**src/rtl/assert_macros.svh**
```systemverilog
// assertion helpers, sampled on the rising clock edge, off while reset is high
`ifndef ASSERT_MACROS_SVH
`define ASSERT_MACROS_SVH

// condition must hold at every edge
`define AST_ALWAYS(label, cond, msg) \
   label: assert property (@(posedge clock) disable iff (reset) (cond)) else $error(msg);

// consequent must hold in the same cycle as the antecedent
`define AST_IMPLY(label, ante, cons, msg) \
   label: assert property (@(posedge clock) disable iff (reset) (ante) |-> (cons)) \
      else $error(msg);

// consequent must hold in the cycle after the antecedent
`define AST_NEXT(label, ante, cons, msg) \
   label: assert property (@(posedge clock) disable iff (reset) (ante) |=> (cons)) \
      else $error(msg);

`endif

```
**src/rtl/gh_pkg.sv**
```systemverilog
// ----------------------------------------------------------------------------
// gh_pkg
// Shared types, constants and the base32 alphabet of the geohash encoder.
// ----------------------------------------------------------------------------
package gh_pkg;

   localparam int GROUP_BITS = 5;
   localparam int HASH_W     = 60;
   localparam int CODE_W     = 7;

   // coordinate limits in units of 1e-7 degree
   localparam logic signed [30:0] LAT_MIN = -31'sd900000000;
   localparam logic signed [30:0] LAT_MAX = 31'sd900000000;
   localparam logic signed [31:0] LON_MIN = -32'sd1800000000;
   localparam logic signed [31:0] LON_MAX = 32'sd1800000000;

   // offset that moves a coordinate to zero-based, and the full interval width
   localparam logic [30:0] LAT_OFFSET = 31'd900000000;
   localparam logic [31:0] LON_OFFSET = 32'd1800000000;
   localparam logic [30:0] LAT_RANGE  = 31'd1800000000;
   localparam logic [31:0] LON_RANGE  = 32'd3600000000;

   // controls from the sequencer to the character emitter
   typedef struct packed {
      logic clear;       // start of a new item
      logic shift;       // one bisection step
      logic hash_en;     // this step produces a hash bit
      logic hbit;        // the hash bit of this step
      logic put_char;    // load one character result
      logic put_single;  // load the lone result of an empty or bad item
      logic single_ok;   // ok flag for the lone result
      logic last;        // final character of the item
   } emit_ctl_type;

   function automatic logic [CODE_W-1:0] b32_char(input logic [GROUP_BITS-1:0] idx);
      logic [CODE_W-1:0] c;
      case (idx)
         5'd0:    c = 7'h30;
         5'd1:    c = 7'h31;
         5'd2:    c = 7'h32;
         5'd3:    c = 7'h33;
         5'd4:    c = 7'h34;
         5'd5:    c = 7'h35;
         5'd6:    c = 7'h36;
         5'd7:    c = 7'h37;
         5'd8:    c = 7'h38;
         5'd9:    c = 7'h39;
         5'd10:   c = 7'h62;  // b
         5'd11:   c = 7'h63;
         5'd12:   c = 7'h64;
         5'd13:   c = 7'h65;
         5'd14:   c = 7'h66;
         5'd15:   c = 7'h67;
         5'd16:   c = 7'h68;
         5'd17:   c = 7'h6a;  // j, no i
         5'd18:   c = 7'h6b;
         5'd19:   c = 7'h6d;  // m, no l
         5'd20:   c = 7'h6e;
         5'd21:   c = 7'h70;  // p, no o
         5'd22:   c = 7'h71;
         5'd23:   c = 7'h72;
         5'd24:   c = 7'h73;
         5'd25:   c = 7'h74;
         5'd26:   c = 7'h75;
         5'd27:   c = 7'h76;
         5'd28:   c = 7'h77;
         5'd29:   c = 7'h78;
         5'd30:   c = 7'h79;
         5'd31:   c = 7'h7a;  // z
         default: c = 7'h30;
      endcase
      return c;
   endfunction

endpackage

```
**src/rtl/gh_bisect.sv**
```systemverilog
// ----------------------------------------------------------------------------
// gh_bisect
// One axis of the bisection: a restoring division of the zero-based
// coordinate by the interval width, one quotient bit per step.
// ----------------------------------------------------------------------------
module gh_bisect #(
   parameter int            RW       = 32,
   parameter logic [RW-1:0] SPAN_VAL = '1
) (
   input  logic          clock,
   input  logic          load,
   input  logic [RW-1:0] load_val,
   input  logic          step,
   output logic          hi_bit
);

   // remainder stays at or below the interval width
   logic [RW-1:0] rem_ff, rem_in;
   logic [RW:0]   dbl;
   logic [RW:0]   diff;

   always_comb begin
      dbl    = {rem_ff, 1'b0};
      diff   = dbl - {1'b0, SPAN_VAL};
      hi_bit = (dbl >= {1'b0, SPAN_VAL});
      rem_in = rem_ff;
      if (load) begin
         rem_in = load_val;
      end else if (step) begin
         rem_in = hi_bit ? diff[RW-1:0] : dbl[RW-1:0];
      end
   end

   always_ff @(posedge clock) begin
      rem_ff <= rem_in;
   end

endmodule

```
**src/rtl/gh_emit.sv**
```systemverilog
// ----------------------------------------------------------------------------
// gh_emit
// Collects hash bits, left-aligns them in a group shift register and sends
// one base32 character per character result through the output register.
// ----------------------------------------------------------------------------
`include "assert_macros.svh"

module gh_emit
   import gh_pkg::*;
#(
   parameter int GW = 60
) (
   input  logic                clock,
   input  logic                reset,
   input  emit_ctl_type        ctl,
   output logic                free,
   output logic                rsp_valid,
   input  logic                rsp_stall,
   output logic [HASH_W-1:0]   rsp_hash_value,
   output logic [CODE_W-1:0]   rsp_char_code,
   output logic                rsp_char_valid,
   output logic                rsp_last,
   output logic                rsp_ok
);

   logic [GW-1:0]     hash_ff, hash_in;
   logic [GW-1:0]     group_ff, group_in;
   logic              valid_ff, valid_in;
   logic [HASH_W-1:0] hash_out_ff, hash_out_in;
   logic [CODE_W-1:0] code_ff, code_in;
   logic              cv_ff, cv_in;
   logic              last_ff, last_in;
   logic              ok_ff, ok_in;
   logic              put;

   assign free = !valid_ff || !rsp_stall;
   assign put  = ctl.put_char || ctl.put_single;

   always_comb begin
      hash_in  = hash_ff;
      group_in = group_ff;
      if (ctl.clear) begin
         hash_in  = '0;
         group_in = '0;
      end else if (ctl.shift) begin
         // pad steps shift zeros so the hash ends up left-aligned
         group_in = (group_ff << 1) | GW'(ctl.hbit & ctl.hash_en);
         if (ctl.hash_en) begin
            hash_in = (hash_ff << 1) | GW'(ctl.hbit);
         end
      end else if (ctl.put_char) begin
         group_in = group_ff << GROUP_BITS;
      end
   end

   always_comb begin
      hash_out_in = hash_out_ff;
      code_in     = code_ff;
      cv_in       = cv_ff;
      last_in     = last_ff;
      ok_in       = ok_ff;
      if (ctl.put_char) begin
         hash_out_in = HASH_W'(hash_ff);
         code_in     = b32_char(group_ff[GW-1 -: GROUP_BITS]);
         cv_in       = 1'b1;
         last_in     = ctl.last;
         ok_in       = 1'b1;
      end else if (ctl.put_single) begin
         hash_out_in = '0;
         code_in     = '0;
         cv_in       = 1'b0;
         last_in     = 1'b1;
         ok_in       = ctl.single_ok;
      end
   end

   always_comb begin
      valid_in = valid_ff;
      if (put) begin
         valid_in = 1'b1;
      end else if (!rsp_stall) begin
         valid_in = 1'b0;
      end
   end

   always_ff @(posedge clock) begin
      if (reset) begin
         valid_ff <= 1'b0;
      end else begin
         valid_ff <= valid_in;
      end
   end

   always_ff @(posedge clock) begin
      hash_ff     <= hash_in;
      group_ff    <= group_in;
      hash_out_ff <= hash_out_in;
      code_ff     <= code_in;
      cv_ff       <= cv_in;
      last_ff     <= last_in;
      ok_ff       <= ok_in;
   end

   assign rsp_valid      = valid_ff;
   assign rsp_hash_value = hash_out_ff;
   assign rsp_char_code  = code_ff;
   assign rsp_char_valid = cv_ff;
   assign rsp_last       = last_ff;
   assign rsp_ok         = ok_ff;

   `AST_IMPLY(a_put_needs_slot, put, !valid_ff || !rsp_stall, "result loaded over a waiting one")
   `AST_NEXT(a_char_is_ok, ctl.put_char, rsp_valid && rsp_ok && rsp_char_valid, "char result lost flags")

endmodule

```
**src/rtl/geohash_encoder.sv**
```systemverilog
// ----------------------------------------------------------------------------
// geohash_encoder
// Encodes a position into a geohash, one bisection bit per cycle.
//
// Input channel req_*: latitude and longitude in 1e-7 degree and a length
// in characters. A transfer happens when req_valid is high and req_stall
// is low; req_stall stays high until every result of the item has moved
// into the output register, so one item is worked on at a time.
// Result channel rsp_*: one transfer per character, rsp_last on the final
// one. Every character result repeats the whole right-aligned hash.
// A zero length gives one result without a character; a bad length or
// coordinate gives one result with rsp_ok low.
// Sequence: a valid item runs bisection steps for every bit of the group
// width, padding past the hash length (lon and lat units take turns, one
// restoring-division step each), then loads one character whenever the
// output register is free; an empty or bad item goes through S_SINGLE.
// While rsp_stall is high the output register holds its result and the
// emitter waits. Reset clears the sequencer and the output valid.
// ----------------------------------------------------------------------------
`include "assert_macros.svh"

module geohash_encoder
   import gh_pkg::*;
#(
   parameter int MAX_CHARS = 12
) (
   input  logic                clock,
   input  logic                reset,
   input  logic                req_valid,
   output logic                req_stall,
   input  logic signed [30:0]  req_latitude,
   input  logic signed [31:0]  req_longitude,
   input  logic [3:0]          req_char_count,
   output logic                rsp_valid,
   input  logic                rsp_stall,
   output logic [HASH_W-1:0]   rsp_hash_value,
   output logic [CODE_W-1:0]   rsp_char_code,
   output logic                rsp_char_valid,
   output logic                rsp_last,
   output logic                rsp_ok
);

   localparam int GW = GROUP_BITS * MAX_CHARS;
   localparam int SW = $clog2(GW);
   localparam int NW = $clog2(GW + 1);

   typedef enum logic [3:0] {
      S_IDLE   = 4'b0001,
      S_CALC   = 4'b0010,
      S_EMIT   = 4'b0100,
      S_SINGLE = 4'b1000
   } state_type;

   state_type    state_ff, state_in;
   logic [SW-1:0] step_ff, step_in;
   logic [NW-1:0] nbits_ff, nbits_in;
   logic [3:0]   count_ff, count_in;
   logic [3:0]   idx_ff, idx_in;
   logic         turn_ff, turn_in;      // high on a longitude step
   logic         sok_ff, sok_in;

   logic         accept;
   logic         in_ok;
   logic         run;
   logic [5:0]   count5;
   logic [30:0]  lat_zero;
   logic [31:0]  lon_zero;
   logic         lat_bit, lon_bit;
   logic         hash_en;
   logic         free;
   logic         last_char;
   emit_ctl_type ctl;

   assign req_stall = (state_ff != S_IDLE);
   assign accept    = req_valid && !req_stall;

   assign in_ok = (32'(req_char_count) <= MAX_CHARS) &&
                  (req_latitude >= LAT_MIN) && (req_latitude <= LAT_MAX) &&
                  (req_longitude >= LON_MIN) && (req_longitude <= LON_MAX);
   assign run   = in_ok && (req_char_count != 4'd0);

   assign count5   = ({2'b00, req_char_count} << 2) + {2'b00, req_char_count};
   assign lat_zero = req_latitude + LAT_OFFSET;
   assign lon_zero = req_longitude + LON_OFFSET;

   assign hash_en   = (state_ff == S_CALC) && (NW'(step_ff) < nbits_ff);
   assign last_char = (idx_ff == count_ff - 4'd1);

   gh_bisect #(
      .RW       (32),
      .SPAN_VAL (LON_RANGE)
   ) u_lon (
      .clock    (clock),
      .load     (accept && run),
      .load_val (lon_zero),
      .step     (hash_en && turn_ff),
      .hi_bit   (lon_bit)
   );

   gh_bisect #(
      .RW       (31),
      .SPAN_VAL (LAT_RANGE)
   ) u_lat (
      .clock    (clock),
      .load     (accept && run),
      .load_val (lat_zero),
      .step     (hash_en && !turn_ff),
      .hi_bit   (lat_bit)
   );

   always_comb begin
      state_in = state_ff;
      step_in  = step_ff;
      nbits_in = nbits_ff;
      count_in = count_ff;
      idx_in   = idx_ff;
      turn_in  = turn_ff;
      sok_in   = sok_ff;

      ctl            = '0;
      ctl.hash_en    = hash_en;
      ctl.hbit       = turn_ff ? lon_bit : lat_bit;
      ctl.single_ok  = sok_ff;
      ctl.last       = last_char;

      case (state_ff)
         S_IDLE: begin
            if (accept) begin
               ctl.clear = 1'b1;
               count_in  = req_char_count;
               nbits_in  = NW'(count5);
               step_in   = '0;
               idx_in    = '0;
               turn_in   = 1'b1;
               sok_in    = in_ok;
               state_in  = run ? S_CALC : S_SINGLE;
            end
         end
         S_CALC: begin
            // every step shifts; steps past the hash length only pad
            ctl.shift = 1'b1;
            turn_in   = !turn_ff;
            step_in   = step_ff + SW'(1);
            if (step_ff == SW'(GW - 1)) begin
               state_in = S_EMIT;
            end
         end
         S_EMIT: begin
            if (free) begin
               ctl.put_char = 1'b1;
               idx_in       = idx_ff + 4'd1;
               if (last_char) begin
                  state_in = S_IDLE;
               end
            end
         end
         S_SINGLE: begin
            if (free) begin
               ctl.put_single = 1'b1;
               state_in       = S_IDLE;
            end
         end
         default: begin
            state_in = S_IDLE;
         end
      endcase
   end

   always_ff @(posedge clock) begin
      if (reset) begin
         state_ff <= S_IDLE;
         step_ff  <= '0;
         idx_ff   <= '0;
         turn_ff  <= 1'b1;
      end else begin
         state_ff <= state_in;
         step_ff  <= step_in;
         idx_ff   <= idx_in;
         turn_ff  <= turn_in;
      end
   end

   always_ff @(posedge clock) begin
      nbits_ff <= nbits_in;
      count_ff <= count_in;
      sok_ff   <= sok_in;
   end

   gh_emit #(
      .GW (GW)
   ) u_emit (
      .clock          (clock),
      .reset          (reset),
      .ctl            (ctl),
      .free           (free),
      .rsp_valid      (rsp_valid),
      .rsp_stall      (rsp_stall),
      .rsp_hash_value (rsp_hash_value),
      .rsp_char_code  (rsp_char_code),
      .rsp_char_valid (rsp_char_valid),
      .rsp_last       (rsp_last),
      .rsp_ok         (rsp_ok)
   );

   `AST_NEXT(a_accept_busy, accept, state_ff != S_IDLE, "transfer did not start work")
   `AST_IMPLY(a_emit_index, state_ff == S_EMIT, idx_ff < count_ff, "char index past length")
   `AST_IMPLY(a_step_range, state_ff == S_CALC, NW'(step_ff) < NW'(GW), "step past hash width")

endmodule
```
**config.mk**
```make
export PLATFORM = sky130hd
export DESIGN_NAME = geohash_encoder
export DESIGN_NICKNAME = d
export VERILOG_FILES = /design/src/rtl/gh_pkg.sv /design/src/rtl/gh_bisect.sv /design/src/rtl/gh_emit.sv /design/src/rtl/geohash_encoder.sv
export VERILOG_INCLUDE_DIRS = /design/src /design/src/rtl
export SDC_FILE = /design/constraint.sdc
export NUM_CORES = 1
export LEC_CHECK = 0
export BUFFER_PORTS_ARGS = -buffer_cell sky130_fd_sc_hd__buf_4
export CAP_MARGIN = 25
export CORE_MARGIN = 8
export CORE_UTILIZATION = 59
export DETAILED_ROUTE_END_ITERATION = 6
export MAX_ROUTING_LAYER = met4
export PLACE_DENSITY = 0.77
export SYNTH_ARGS = -nofsm -noshare
export SYNTH_HDL_FRONTEND = slang
export SYNTH_SLANG_ARGS = --single-unit
```
**constraint.sdc**
```tcl
create_clock -name clock -period 4.8 [get_ports clock]
set_input_delay 0.24 -clock clock [delete_from_list [all_inputs] [get_ports clock]]
set_output_delay 0.24 -clock clock [all_outputs]
set_load 0.02 [all_outputs]
```
==> impl.org <==
** Outcome
- Result of the run :: completed

** Floorplan
- The floorplan step defined a die boundary enclosing just under 0.03 mm^2.
- Once the floorplan was initialized, standard cells occupied between 50% and 60% of the core.
- Row generation in the floorplan step produced between 50 and 60 rows.
- The die is between 150 and 200 um tall.
- Top-level I/O count :: around 140
- Die outline width :: 170 um
- Core region area :: around 0.023 mm^2

** Logic synthesis
- Number of enable-type register cells in the synthesized netlist :: 140
- After synthesis, the largest area contributor takes up around 30% of total cell area.
- Net Count, Synth :: approximately 1500
- Dominant cell by count in the synthesized netlist :: sky130_fd_sc_hd__nand2_1
- Counting every instance in the synthesized netlist gives 1449.
- The Yosys step of the flow raised 0 warnings.
- In this run the cell area of the synthesized design comes to about 0.014 mm^2.
- After synthesis, flip-flops and latches occupy 50.3% of the total area.
- Main area contributors after synthesis :: sky130_fd_sc_hd__edfxtp_1 30%, sky130_fd_sc_hd__dfxtp_1 20%, sky130_fd_sc_hd__nand2_1 7.1%, sky130_fd_sc_hd__xnor2_1 4.0%, sky130_fd_sc_hd__a311oi_1 3.7%
- Number of flip-flops and latches in the synthesized netlist :: around 280
- Average footprint of a synthesized cell :: a little under 10 um^2
- For this run, the leading register cell type out of synthesis is sky130_fd_sc_hd__dfxtp_1.
- Of all cell types, the one taking the most synthesized area is sky130_fd_sc_hd__edfxtp_1.
- Share of synthesized flip-flops with an asynchronous set or reset :: 0%
- Ranked by instance count, the synthesized netlist is headed by 266 x sky130_fd_sc_hd__nand2_1, 144 x sky130_fd_sc_hd__dfxtp_1, 140 x sky130_fd_sc_hd__edfxtp_1.
- Yosys mapped the design onto a little over 80 distinct sky130hd cell types.

** STA
- The worst pin sits at a relative slew slack of around a third.
- Final Max Tran Viols :: 0
- Adding up every negative setup slack in the final design gives 0 ns.
- F_max :: between 0.2 and 0.3 GHz
- Tightest Pin Transition :: 1.02 ns
- Between clock sinks in the finished design, the worst skew comes to about 0.015 ns.
- The routed design could run at a clock period as short as roughly 3.7 ns.
- Post-route worst setup slack :: 1.13 ns
- Total setup violations reported at the end of the flow :: 0
- The count of endpoints failing hold in the final timing report was 0.
- The worst path uses between 70% and 80% of the clock period.
- Setup repair after global routing left no endpoint under its margin.

** Global routing
- Global routing used a little over a fifth of the available tracks.
- First-pass GRT wire length :: 50400 um
- Initial antenna violation count :: 0
- Number of global-route vias before repair :: 10300
- Global routing finished with a remaining overflow of 0.
- Entering global routing, the biggest net connects ~120 pins.

** Route
- Wire per inst :: between 15 and 20 um
- Detailed routing inserted a total of ~11000 vias.
- Topmost layer with routed signal wires :: met4
- Average via count per standard cell :: 5.64
- Once detail routing completed, the nets flagged for antenna violations numbered 0.
- After detailed routing, the number of remaining DRC violations is 0.
- Iteration count of the initial detailed-routing pass :: 5
- Routed WL :: 30900 um
- DRC violation total after the first TritonRoute iteration :: 744
- After detailed routing, the wire length on met1 is 13800 um.
- In the detailed route, the total length drawn on met2 is about 15000 um.
- Detailed routing placed a total of ~1500 um of wire on met3.

** Clock tree
- Clock tree sinks :: about 280
- Clock latency on the worst-skew pair, taken at its later pin, is about 0.56 ns.
- TritonCTS built the clock tree.
- Gates resized during post-CTS repair numbered 0.
- The number of hold buffers added after CTS was 21.
- Master cell of the clock root buffer :: sky130_fd_sc_hd__clkbuf_16
- Counting the buffers created by CTS gives 29.
- No sink is reached through more buffers than the 3 on the longest clock path.
- Number of setup buffers added after CTS :: 0
- Clock-pin slew was measured on the worst setup and hold paths at approximately 0.060 ns.
- In this run the number of H-tree levels came out at 1.

** Setup path
- Setup CP Type :: in2reg
- Along the worst path, the maximum fanout reaches 22.
- FF-to-FF path depth :: 10
- The startpoint identified for the worst register-to-register timing path is state_ff[3]$_SDFFE_PP0P_.
- Data required time at the worst endpoint :: 5.18 ns
- Minimum setup slack among reg-to-reg paths :: between 1.5 and 2 ns
- STA classifies the critical path startpoint as an input port.
- STA puts the critical path data arrival time at approximately 4 ns.
- The worst setup path is captured at a register.

** Finish
- Layout Nets :: between 1500 and 2000
- The multi-input combinational cells in the finished layout cover a total of 0.00652 mm^2.
- Summing all flip-flop and latch instances after layout gives 0.00709 mm^2.
- Of the cells placed in the final design, the portion with a size suffix greater than 1 is 15.9%.
- Synthesis-to-finish area growth :: 17.8%
- Layout filler cell count :: around 1800
- Final core area utilization :: between 70% and 80%
- The number of antenna diodes in the final layout is 0.

** Min path
- The path with the worst hold slack has its endpoint at u_lon.rem_ff[5]$_DFFE_PP_.
- In this run the most critical hold path is launched from req_longitude[5].
- Hold crit path type :: in2reg
- Count of cells along the worst hold path :: 2

** Placed design
- Detailed placement ended at an HPWL of 20300 um.
- Routability cong. :: around 0.91
- Buffers on Ports :: 142
- Placement-stage worst setup slack :: between 1 and 1.5 ns

** Pwr
- The analysis attributes to cell leakage a power of roughly 6.1 nW.
- Peak supply drop :: 0.000275 V
- PD cells :: ~400 mW/mm^2

** Flow run
- Max-cap violations :: 0
## layout make-up
class,count,area share (%)
multi-input combinational,1042,39.3
timing repair buffer,179,8.54
sequential,284,42.7
clock inverter,19,1.46
clock buffer,35,4.77
inverter,35,0.807
tap,319,2.41
## worst max-delay path, stage by stage
cell and delay, ns:
sky130_fd_sc_hd__dlygate4sd3_1 0.55, sky130_fd_sc_hd__buf_4 0.14, sky130_fd_sc_hd__or4_1 0.54, sky130_fd_sc_hd__nand4bb_1 0.21, sky130_fd_sc_hd__o2111a_1 0.29, sky130_fd_sc_hd__a2bb2oi_2 0.18, sky130_fd_sc_hd__nand4_2 0.42, sky130_fd_sc_hd__nor2_4 0.72
sky130_fd_sc_hd__buf_4 0.47, sky130_fd_sc_hd__mux2i_1 0.27
## sequential cells by signal, indices dropped and copies added (netlist names), 2 cells and up, named ones only
register / cells
count_ff: 2
idx_ff: 4
nbits_ff: 6
state_ff: 4
step_ff: 6
u_emit.group_ff: 60
u_emit.hash_ff: 60
u_emit.rsp_char_code: 7
u_emit.rsp_hash_value: 60
u_lat.rem_ff: 31
u_lon.rem_ff: 32
## power breakdown
part / internal [mW] / total [mW] / leakage [nW] / switching, mW
clock: 1.45 / 2.40 / 0.514 / 0.946
sequential: 2.85 / 3.03 / 2.45 / 0.176
combinational: 0.561 / 1.33 / 3.16 / 0.767
total: 4.86 / 6.75 / 6.12 / 1.89
## routing by layer
metal	vias up	global-route usage, %
met4	0	4.69
li1	5395	-
met5	-	-
met2	279	35.7
met1	5091	26.9
met3	31	3.01
## cell families after synthesis
kind of cell    share of synthesized area, %
simple gates                            19.2
compound gates                          14.5
flops                                   50.3
buf+inv                                 3.60
xor+xnor                                5.23
mux                                     5.24
fa+ha+maj                               1.92
## worst max-delay path by stage
stage,startpoint,endpoint,slack (ns)
2_1_floorplan,state_ff[2]$_SDFFE_PP0P_,u_lat.rem_ff[0]$_SDFFCE_PN0P_,1.08
3_3_place_gp,req_longitude[20],u_lon.rem_ff[14]$_DFFE_PP_,1.27
3_5_place_dp,req_longitude[20],u_lat.rem_ff[21]$_DFFE_PP_,1.15
4_1_cts,req_latitude[0],u_lat.rem_ff[21]$_DFFE_PP_,1.23
5_1_grt,req_latitude[0],u_lat.rem_ff[21]$_DFFE_PP_,0.98
6_report,req_latitude[0],u_lat.rem_ff[23]$_DFFE_PP_,1.13
## placed cells by master, fill, tap and decap left out, types with 34 or more instances in the layout
cell / count
sky130_fd_sc_hd__nand2_1: 265
sky130_fd_sc_hd__buf_4: 156
sky130_fd_sc_hd__dfxtp_1: 144
sky130_fd_sc_hd__edfxtp_1: 140
sky130_fd_sc_hd__nor2_1: 111
sky130_fd_sc_hd__a21oi_1: 96
sky130_fd_sc_hd__and2_1: 79
sky130_fd_sc_hd__xnor2_1: 64
sky130_fd_sc_hd__a311oi_1: 60
sky130_fd_sc_hd__mux2i_1: 49
sky130_fd_sc_hd__o21ai_0: 34
## metrics by stage
step	hold slack [ns]	power, mW	area [um^2]	cells
final	0.0168	6.75	16600	1913
after global routing	0.00214	7.05	16600	1913
after CTS	0.000565	6.79	16600	1912
after detailed placement	0.439	4.37	15300	1837
after global placement	0.438	4.33	15300	1837
after floorplan	0.312	3.99	14100	1449
(Power assumes the default switching activity.)
